`config.mk`:
```
export PLATFORM = sky130hd
export DESIGN_NAME = fraction_reduce
export DESIGN_NICKNAME = d
export VERILOG_FILES = /design/src/rtl/frred_pkg.sv /design/src/rtl/frred_core.sv /design/src/rtl/fraction_reduce.sv
export SDC_FILE = /design/constraint.sdc
export NUM_CORES = 1
export LEC_CHECK = 0
export CAP_MARGIN = 25
export CORE_UTILIZATION = 50
export CTS_CLUSTER_SIZE = 14
export DETAILED_ROUTE_END_ITERATION = 7
export DONT_BUFFER_PORTS = 1
export PLACE_DENSITY = 0.77
export REMOVE_ABC_BUFFERS = 1
export SLEW_MARGIN = 20
export SYNTH_ARGS = -nofsm -noshare
export SYNTH_HDL_FRONTEND = slang
export SYNTH_SLANG_ARGS = --single-unit
```
`constraint.sdc`:
```
create_clock -name clock -period 7.3 [get_ports clock]
set_input_delay 1.46 -clock clock [delete_from_list [all_inputs] [get_ports clock]]
set_output_delay 1.46 -clock clock [all_outputs]
set_load 0.01 [all_outputs]
```
`src/rtl/frred_pkg.sv`:
```
// Shared constants and types for the fraction reduction block.
`default_nettype none

package frred_pkg;

   // Width of the signed fields and of the magnitudes taken from them
   localparam int DATA_WIDTH = 32;
   localparam int MAG_W      = DATA_WIDTH - 1;
   localparam int CNT_W      = $clog2(DATA_WIDTH);

   // Result status codes
   localparam logic STATUS_OK       = 1'b0;
   localparam logic STATUS_DIV_ZERO = 1'b1;

   // Sequencer states of the reduction core
   typedef enum logic [2:0] {
      ST_IDLE,
      ST_REDUCE,
      ST_SCALE,
      ST_DIV_N,
      ST_DIV_D,
      ST_DONE
   } frred_state_type;

   // Commands from the top level to the core
   typedef struct packed {
      logic start;
      logic ack;
   } frred_ctl_type;

   // Status from the core to the top level
   typedef struct packed {
      logic done;
      logic err;
   } frred_sts_type;

endpackage

`default_nettype wire

```
`src/rtl/frred_core.sv`:
```
// Reduction core: binary GCD and two restoring divisions on one shared subtractor.
`default_nettype none

module frred_core
   import frred_pkg::*;
(
   input  wire logic          clock,
   input  wire logic          reset,
   input  wire frred_ctl_type ctl,
   input  wire logic [MAG_W-1:0] n_mag,
   input  wire logic [MAG_W-1:0] d_mag,
   output frred_sts_type      sts,
   output logic [MAG_W-1:0]   quo_n,
   output logic [MAG_W-1:0]   quo_d
);

   frred_state_type state_ff, state_in;

   logic [MAG_W-1:0] a_ff, a_in;
   logic [MAG_W-1:0] b_ff, b_in;
   logic [MAG_W-1:0] g_ff, g_in;
   logic [MAG_W-1:0] nmag_ff, nmag_in;
   logic [MAG_W-1:0] dmag_ff, dmag_in;
   logic [MAG_W-1:0] rn_ff, rn_in;
   logic [MAG_W-1:0] rd_ff, rd_in;
   logic [CNT_W-1:0] k_ff, k_in;
   logic [CNT_W-1:0] cnt_ff, cnt_in;
   logic             err_ff, err_in;

   // Shared subtractor, one bit wider than its operands for the borrow
   logic [DATA_WIDTH-1:0] op_x;
   logic [DATA_WIDTH-1:0] op_y;
   logic [DATA_WIDTH:0]   sub_res;
   logic                  borrow;
   logic                  qbit;
   logic [MAG_W-1:0]      rem_next;
   logic [MAG_W-1:0]      quo_next;
   logic                  last_bit;

   // Pick subtractor operands by phase
   always_comb begin
      if (state_ff == ST_DIV_N || state_ff == ST_DIV_D) begin
         op_x = {b_ff, a_ff[MAG_W-1]};
         op_y = {1'b0, g_ff};
      end else begin
         op_x = {1'b0, a_ff};
         op_y = {1'b0, b_ff};
      end
   end

   assign sub_res  = {1'b0, op_x} - {1'b0, op_y};
   assign borrow   = sub_res[DATA_WIDTH];

   // One restoring division step
   assign qbit     = ~borrow;
   assign rem_next = borrow ? op_x[MAG_W-1:0] : sub_res[MAG_W-1:0];
   assign quo_next = {a_ff[MAG_W-2:0], qbit};
   assign last_bit = (cnt_ff == CNT_W'(MAG_W - 1));

   // Sequence the GCD, the scaling and both divisions
   always_comb begin
      state_in = state_ff;
      a_in     = a_ff;
      b_in     = b_ff;
      g_in     = g_ff;
      nmag_in  = nmag_ff;
      dmag_in  = dmag_ff;
      rn_in    = rn_ff;
      rd_in    = rd_ff;
      k_in     = k_ff;
      cnt_in   = cnt_ff;
      err_in   = err_ff;

      unique case (state_ff)
         ST_IDLE: begin
            if (ctl.start) begin
               nmag_in = n_mag;
               dmag_in = d_mag;
               a_in    = n_mag;
               b_in    = d_mag;
               k_in    = '0;
               priority if (d_mag == '0) begin
                  // zero denominator: report, zero outputs
                  err_in   = STATUS_DIV_ZERO;
                  rn_in    = '0;
                  rd_in    = '0;
                  state_in = ST_DONE;
               end else if (n_mag == '0) begin
                  // zero numerator: 0/1
                  err_in   = STATUS_OK;
                  rn_in    = '0;
                  rd_in    = MAG_W'(1);
                  state_in = ST_DONE;
               end else begin
                  err_in   = STATUS_OK;
                  state_in = ST_REDUCE;
               end
            end
         end

         ST_REDUCE: begin
            priority if (a_ff == b_ff) begin
               g_in     = a_ff;
               state_in = ST_SCALE;
            end else if (!a_ff[0] && !b_ff[0]) begin
               // strip a common factor of two
               a_in = a_ff >> 1;
               b_in = b_ff >> 1;
               k_in = k_ff + CNT_W'(1);
            end else if (!a_ff[0]) begin
               a_in = a_ff >> 1;
            end else if (!b_ff[0]) begin
               b_in = b_ff >> 1;
            end else if (borrow) begin
               // keep the larger odd value in a
               a_in = b_ff;
               b_in = a_ff;
            end else begin
               a_in = sub_res[MAG_W-1:0];
            end
         end

         ST_SCALE: begin
            if (k_ff == '0) begin
               a_in     = nmag_ff;
               b_in     = '0;
               cnt_in   = '0;
               state_in = ST_DIV_N;
            end else begin
               // restore the stripped factors of two
               g_in = g_ff << 1;
               k_in = k_ff - CNT_W'(1);
            end
         end

         ST_DIV_N: begin
            a_in   = quo_next;
            b_in   = rem_next;
            cnt_in = cnt_ff + CNT_W'(1);
            if (last_bit) begin
               rn_in    = quo_next;
               a_in     = dmag_ff;
               b_in     = '0;
               cnt_in   = '0;
               state_in = ST_DIV_D;
            end
         end

         ST_DIV_D: begin
            a_in   = quo_next;
            b_in   = rem_next;
            cnt_in = cnt_ff + CNT_W'(1);
            if (last_bit) begin
               rd_in    = quo_next;
               state_in = ST_DONE;
            end
         end

         ST_DONE: begin
            if (ctl.ack) begin
               state_in = ST_IDLE;
            end
         end

         default: begin
            state_in = ST_IDLE;
         end
      endcase
   end

   // Hold the sequencer state
   always_ff @(posedge clock) begin
      if (reset) begin
         state_ff <= ST_IDLE;
      end else begin
         state_ff <= state_in;
      end
   end

   // Advance the datapath registers
   always_ff @(posedge clock) begin
      a_ff    <= a_in;
      b_ff    <= b_in;
      g_ff    <= g_in;
      nmag_ff <= nmag_in;
      dmag_ff <= dmag_in;
      rn_ff   <= rn_in;
      rd_ff   <= rd_in;
      k_ff    <= k_in;
      cnt_ff  <= cnt_in;
      err_ff  <= err_in;
   end

   assign sts.done = (state_ff == ST_DONE);
   assign sts.err  = err_ff;
   assign quo_n    = rn_ff;
   assign quo_d    = rd_ff;

endmodule

`default_nettype wire

```
`src/rtl/fraction_reduce.sv`:
```
// Top level of the fraction reduction block: handshakes, sign handling, result register.
//
//   channel   direction  handshake          word
//   req_      in         req_valid/stall    numerator_in, denominator_in
//   rsp_      out        rsp_valid/stall    numerator_out, denominator_out, status
//
// One word at a time. A zero numerator or denominator sends the core straight to its
// done state; otherwise the binary GCD steps, the scaling and two restoring divisions
// run first. Reset is synchronous, active high, and clears the sequencer and valid flags.
// A held result under rsp_stall does not block the next request; the core
// waits in its done state until the result register is free.
`default_nettype none

module fraction_reduce
   import frred_pkg::*;
(
   input  wire logic                  clock,
   input  wire logic                  reset,

   input  wire logic                  req_valid,
   output logic                       req_stall,
   input  wire logic [DATA_WIDTH-1:0] req_numerator_in,
   input  wire logic [DATA_WIDTH-1:0] req_denominator_in,

   output logic                       rsp_valid,
   input  wire logic                  rsp_stall,
   output logic [DATA_WIDTH-1:0]      rsp_numerator_out,
   output logic [MAG_W-1:0]           rsp_denominator_out,
   output logic                       rsp_status
);

   logic busy_ff, busy_in;
   logic neg_ff, neg_in;
   logic rsp_valid_ff, rsp_valid_in;
   logic [DATA_WIDTH-1:0] num_ff, num_in;
   logic [MAG_W-1:0]      den_ff, den_in;
   logic                  status_ff, status_in;

   logic                  accept;
   logic                  load;
   logic [DATA_WIDTH-1:0] n_abs;
   logic [DATA_WIDTH-1:0] d_abs;
   logic [MAG_W-1:0]      n_mag;
   logic [MAG_W-1:0]      d_mag;
   logic [MAG_W-1:0]      quo_n;
   logic [MAG_W-1:0]      quo_d;
   logic [DATA_WIDTH-1:0] num_pos;

   frred_ctl_type ctl;
   frred_sts_type sts;

   assign accept = req_valid && !req_stall;

   // Split into magnitudes, saturating the most negative code
   assign n_abs = req_numerator_in[DATA_WIDTH-1]   ? (~req_numerator_in + DATA_WIDTH'(1))
                                                   : req_numerator_in;
   assign d_abs = req_denominator_in[DATA_WIDTH-1] ? (~req_denominator_in + DATA_WIDTH'(1))
                                                   : req_denominator_in;
   assign n_mag = n_abs[DATA_WIDTH-1] ? {MAG_W{1'b1}} : n_abs[MAG_W-1:0];
   assign d_mag = d_abs[DATA_WIDTH-1] ? {MAG_W{1'b1}} : d_abs[MAG_W-1:0];

   // Take the result when the output register is free
   assign load    = sts.done && (!rsp_valid_ff || !rsp_stall);
   assign ctl.start = accept;
   assign ctl.ack   = load;

   frred_core u_core (
      .clock (clock),
      .reset (reset),
      .ctl   (ctl),
      .n_mag (n_mag),
      .d_mag (d_mag),
      .sts   (sts),
      .quo_n (quo_n),
      .quo_d (quo_d)
   );

   assign num_pos = {1'b0, quo_n};

   // Next values for control and the result register
   always_comb begin
      busy_in      = busy_ff;
      neg_in       = neg_ff;
      rsp_valid_in = rsp_valid_ff;
      num_in       = num_ff;
      den_in       = den_ff;
      status_in    = status_ff;

      if (rsp_valid_ff && !rsp_stall) begin
         rsp_valid_in = 1'b0;
      end
      if (accept) begin
         busy_in = 1'b1;
         neg_in  = req_numerator_in[DATA_WIDTH-1] ^ req_denominator_in[DATA_WIDTH-1];
      end
      if (load) begin
         busy_in      = 1'b0;
         rsp_valid_in = 1'b1;
         status_in    = sts.err;
         den_in       = quo_d;
         // put the sign of the fraction on the numerator
         if (neg_ff && quo_n != '0) begin
            num_in = ~num_pos + DATA_WIDTH'(1);
         end else begin
            num_in = num_pos;
         end
      end
   end

   // Hold control flags
   always_ff @(posedge clock) begin
      if (reset) begin
         busy_ff      <= 1'b0;
         rsp_valid_ff <= 1'b0;
      end else begin
         busy_ff      <= busy_in;
         rsp_valid_ff <= rsp_valid_in;
      end
   end

   // Hold payload
   always_ff @(posedge clock) begin
      neg_ff    <= neg_in;
      num_ff    <= num_in;
      den_ff    <= den_in;
      status_ff <= status_in;
   end

   assign req_stall           = busy_ff;
   assign rsp_valid           = rsp_valid_ff;
   assign rsp_numerator_out   = num_ff;
   assign rsp_denominator_out = den_ff;
   assign rsp_status          = status_ff;

endmodule

`default_nettype wire

```
; Yosys cells after proc, flatten, opt, wreduce, memory -nomap -nowiden
; Cells that the tools add are included.
[totals]
n_memories = 0
ram_bits = 0
regBits = 298
mem_bits_ro = 0
latch_bits = 0
elab_cells = 146
input_bits = 68
output_inout_bits = 66
[classes]
n_eq_ne = 20
mul = 0
shift = 0
reduce_logical = 36
muxes = 58
n_addsub = 7
bitwise = 5
div_mod_pow = 0
n_lt_le_gt_ge = 0
[op_table]
columns = operator, count
row1 = 31-bit two-way mux, 30
row2 = 31-bit one-hot mux with 5 select lines, 2
row3 = 31-bit one-hot mux with 2 select lines, 3
row4 = "32-bit by 1-bit adder with 32-bit output, second input constant", 3
row5 = 32-bit two-way mux, 3
row6 = 32-bit NOT, 2
row7 = 31-bit logical NOT, 2
row8 = 32-bit by 31-bit subtractor with 33-bit output, 1
row9 = 31-bit NOT with 32-bit output, 1
row10 = 31-bit equality test, 1
row11 = 31-bit nonzero test, 1
row12 = 5-bit two-way mux, 6
row13 = 5-bit one-hot mux with 3 select lines, 2
row14 = 3-bit two-way mux, 8
row15 = 3-bit one-hot mux with 6 select lines, 1
row16 = 5-bit AND reduction, 3
row17 = 4-bit AND reduction, 3
row18 = 6-bit AND reduction, 2
row19 = "5-bit by 1-bit adder with 5-bit output, second input constant", 2
row20 = "2-bit by 1-bit != test with 1-bit output, second input constant", 5
row21 = "2-bit != test, second input constant", 4
row22 = "4-bit != test, second input constant", 2
row23 = 2-bit nonzero test, 4
row24 = "3-bit by 2-bit equality test with 1-bit output, second input constant", 2
row25 = 18 further kinds, 33

; Logic depth before layout (Yosys ltp)
[depth]
ltp_word = 10
ltp_mapped = 22

; Cells and area by module
; From an unflattened synthesis, not the netlist that was laid out.
[unflattened]
hier_cells = 2069
area_unflattened_um2 = 20070.5
[modules_own_cells]
columns = mod, area_per_inst_um2, seq_area_each_um2, instances, cells_each
row1 = frred_core, 15541.2, 6906.6, 1, 1604
row2 = fraction_reduce, 4529.3, 1991.9, 1, 465

; Worst setup path after synthesis
; Ideal clock, no wire load.
[synth_path]
kind = input-to-reg
from = input port req_valid
to = register u_core.dmag_ff[0] (enable)
arrival_ns = 5.919
path_buffers = 0
required_time_ns = 6.739
slack_ns = 0.819
path_stages = 2
setup_time_ns = 0.561
cell_sequence = nand2b_1 nor3_1
[synth_via]
elab_chain_cells = 2
[synth_rtl]
columns = item, line
row1 = from (decl), fraction_reduce.sv:20  ; input wire logic req_valid,
row2 = 1-bit logical AND, fraction_reduce.sv:52  ; assign accept = req_valid && !req_stall;
row3 = 2-bit AND reduction (no line), n/a
row4 = to (signal assigned), frred_core.sv:186  ; dmag_ff <= dmag_in;
row5 = to (decl), frred_core.sv:23  ; logic [MAG_W-1:0] dmag_ff, dmag_in;
; Every way passes these cells.
; A chain may end at the register's enable or synchronous reset.

; Final worst setup path
[layout_path]
from = register u_core.state_ff[2]
to = register u_core.b_ff[8] (data pin)
[layout_via]
elab_chain_cells = 7
[layout_rtl]
columns = item, line
row1 = from (decl), frred_core.sv:17  ; frred_state_type state_ff, state_in;
row2 = from (signal assigned), frred_core.sv:176  ; state_ff <= state_in;
row3 = 3-bit by 2-bit equality test with 1-bit output or 3-bit equality test (tied branches), "frred_core.sv:42, frred_core.sv:74"
row4 = 1-bit logical OR, frred_core.sv:42  ; if (state_ff == ST_DIV_N || state_ff == ST_DIV_D) begin
row5 = 32-bit two-way mux or 31-bit two-way mux (tied branches), frred_core.sv:42
row6 = 32-bit by 31-bit subtractor with 33-bit output, frred_core.sv:51  ; assign sub_res = {1'b0, op_x} - {1'b0, op_y};
row7 = 31-bit two-way mux, frred_core.sv:56  ; assign rem_next = borrow ? op_x[MAG_W-1:0] : sub_res[MAG_W-1:0];
row8 = 31-bit two-way mux, frred_core.sv:140  ; if (last_bit) begin
row9 = 31-bit one-hot mux with 5 select lines (*), frred_core.sv:74  ; unique case (state_ff)
row10 = named net u_core.b_in[8], frred_core.sv:20  ; logic [MAG_W-1:0] b_ff, b_in;
row11 = to (signal assigned), frred_core.sv:183  ; b_ff <= b_in;
row12 = to (decl), frred_core.sv:20
; The timed path passes the listed nets; every way through them passes the cells marked *.

==> out/metrics.csv <==
metric;value;unit
status;completed;
Crit path required time;7.67;ns
crit path max fanout;56;
critical path data arrival time;6.04;ns
most common cell after layout, fill and taps aside;edfxtp_1;
std cell rows;72;
GPL Wtd Cong;1.002;
via/cell ratio;6.980;
peak supply drop;0.2502;mV
Root Driver;clkbuf_16;
Final WS setup;1.627;ns
total power;6.559;mW
share of synthesized registers carrying an async set or reset;0;%
final setup violation count;0;
post-synthesis cell count;1989;
CTS tree;yes;
dpl cell area;20250;um^2
Fin. Hold Viols;0;
Post-CTS Setup Inserts;0;
number of synthesized flops with an enable pin;293;
final instance area;21480;um^2
global-route wire length before repair;99880;um
setup TNS;0;ns
post-route ant nets;0;
sequential fraction of the synthesis area;44.53;%
WL per Instance;27.81;um
largest net degree at the start of global routing;65;
PD cells;305.3;nW/um^2
Final Instance Count excl. Fillers;2439;
total grt overflow;0;
CTS buffer count;35;
RSZ-0062 raised after global routing;no;
Leakage;7.497;nW
ant diodes;0;
initial core utilization;51.23;%
core area;39010;um^2
critical path class;reg -> reg;
number of DRC markers in iteration 0;2658;
# port buffers;0;
# hold bufs at CTS;0;
Finished Core Util;55.07;%
Die H;201.9;um
htree depth;2;
ratio of cells with drive above 1 in the final layout;10.57;%
dpl cells;2377;
Final Cycle Share;77.72;%
Post-DP HPWL;48180;um
Rel. slew slack;28.36;%
Max Slew Vio Count;0;
vias in the first global route;15830;
Yosys reg bits;298;
GRT Util Overall;32.55;%
maximum clock frequency;176.3;MHz
nature of the critical path endpoint;register;
clk_skew;0.02632;ns
CP Launch Type;register;
fin nets;2008;
Synth warnings;0;
Min Clock Period, post-route;5.673;ns
PostCTS Resize Cnt;0;
Main synth FF type;edfxtp_1;
Area Overhead vs Synth;7.501;%
CTS sink count;298;
Filler cells;3324;
DR DRC count;0;
I/O pins;134;
Synth cell types;104;
DR pass1 iterations;6;
Avg Inst Size Synth;10.05;um^2
most frequent cells in the layout;293 x edfxtp_1, 189 x nand2_1, 133 x o21ai_0;
Routed WL;67820;um
initial antenna violation count;1;
clk slew on worst S/H paths;0.06;ns
Slew @ Worst Pin;1.073;ns
hold crit path type;reg -> reg;
Setup WS pre-CTS;1.434;ns
Min Hold Slack;0.4211;ns
Clk Latency, worst-skew pair;0.57;ns
DR vias;17030;
maxcap violations;0;
Die Wd;201.9;um
synthesized area;19980;um^2
full die area;40770;um^2
clock buffer depth;3;
## sequential cells by signal, summed over array words and instances, names as in the netlist
| signal | cells |
|---|---|
| u_core.a_ff | 31 |
| u_core.k_ff | 5 |
| u_core.dmag_ff | 31 |
| neg_ff | 1 |
| u_core.nmag_ff | 31 |
| rsp_numerator_out | 32 |
| u_core.g_ff | 31 |
| rsp_status | 1 |
| u_core.err_ff | 1 |
| u_core.state_ff | 3 |
| rsp_valid | 1 |
| u_core.cnt_ff | 5 |
| u_core.quo_n | 31 |
| u_core.quo_d | 31 |
| rsp_denominator_out | 31 |
| req_stall | 1 |
| u_core.b_ff | 31 |
## cell type report
| type | instances | area (um^2) | area share, % |
|---|---|---|---|
| clock buffers | 39 | 912.1 | 4.246 |
| clock inverters | 21 | 282.8 | 1.316 |
| inverters | 51 | 191.4 | 0.8911 |
| multi-input cells | 1477 | 10230 | 47.64 |
| flip-flops and latches | 298 | 8902 | 41.44 |
| well taps | 518 | 648.1 | 3.017 |
| repair buffers | 35 | 311.5 | 1.450 |
## metal layers
metal | global-route usage, % | vias up | part of all wire (%)
li1 | - | 7374 | -
met1 | 43.63 | 8263 | 39
met2 | 49.13 | 1171 | 44
met3 | 6.417 | 217 | 11
met4 | 18.61 | 0 | 5.7
met5 | 0 | - | 0
## cells in the mapped netlist, types with 8 or more instances
library cell	instances	area, um^2
a211oi_1	12	90.09
a21o_1	26	195.2
a21oi_1	120	600.6
a221oi_1	42	367.9
a22oi_1	13	97.59
a31oi_1	22	137.6
and2_1	15	93.84
and3_1	70	437.9
buf_1	17	63.81
buf_2	23	115.1
buf_4	9	67.56
clkbuf_1	107	401.6
edfxtp_1	293	8798
ha_1	40	500.5
inv_1	47	176.4
mux2_2	50	563.0
mux2i_1	75	750.7
nand2_1	189	709.4
nand2b_1	10	62.56
nand3_1	46	230.2
nand3b_1	9	67.56
nand4_1	16	100.1
nor2_1	92	345.3
nor2b_1	11	68.82
nor3_1	43	215.2
nor4_1	20	125.1
o211ai_1	15	112.6
o21a_1	12	90.09
o21ai_0	133	665.6
o21ai_1	13	65.06
o221ai_1	8	70.07
o22ai_1	27	168.9
o31ai_1	23	172.7
o41ai_1	8	70.07
or2_2	8	50.05
or3_1	11	68.82
or3b_1	8	70.07
xnor2_1	75	656.9
xor2_1	81	709.4
## power breakdown
part / leakage [nW] / internal (mW) / switching [mW]
sequential: 2.69 / 2.10 / 0.332
clock: 0.574 / 1.12 / 0.736
combinational: 4.24 / 0.842 / 1.44
## kinds of logic after synthesis
family          count (synthesis)  share of synthesized area [%]
compound gates                566                          19.50
xor+xnor                      156                          6.837
fa+ha+maj                      42                          2.705
buf+inv                       214                          4.596
flops                         298                          44.53
mux                           125                          6.574
simple gates                  588                          15.25
## worst max-delay path, stage by stage, from the launching register on
cell and delay (ns):
dfxtp_4 0.78, buf_4 0.61, inv_2 0.50, nor2_1 0.20, o21ai_0 0.10, o311ai_1 0.20, inv_1 0.10, ha_1 0.34
a21o_1 0.18, a21o_1 0.18, a21o_1 0.19, a21o_1 0.18, a21oi_1 0.21, and3_1 0.28, o21ai_4 0.13, a21oi_4 0.16
buf_4 0.53, o21ai_0 0.20, a221oi_1 0.35
## path summary, 6_finish.rpt
path                                         start                     end  slack (ns)  depth (start not counted)
worst max-delay path            u_core.state_ff[2]          u_core.b_ff[8]        1.63                         18
worst min register to register     u_core.quo_d[4]  rsp_denominator_out[4]        0.42                          0
worst min-delay path               u_core.quo_d[4]  rsp_denominator_out[4]        0.42                          0
worst max register to register  u_core.state_ff[2]          u_core.b_ff[8]        1.63                         18
No activity file was read; power rests on OpenSTA's default activity.
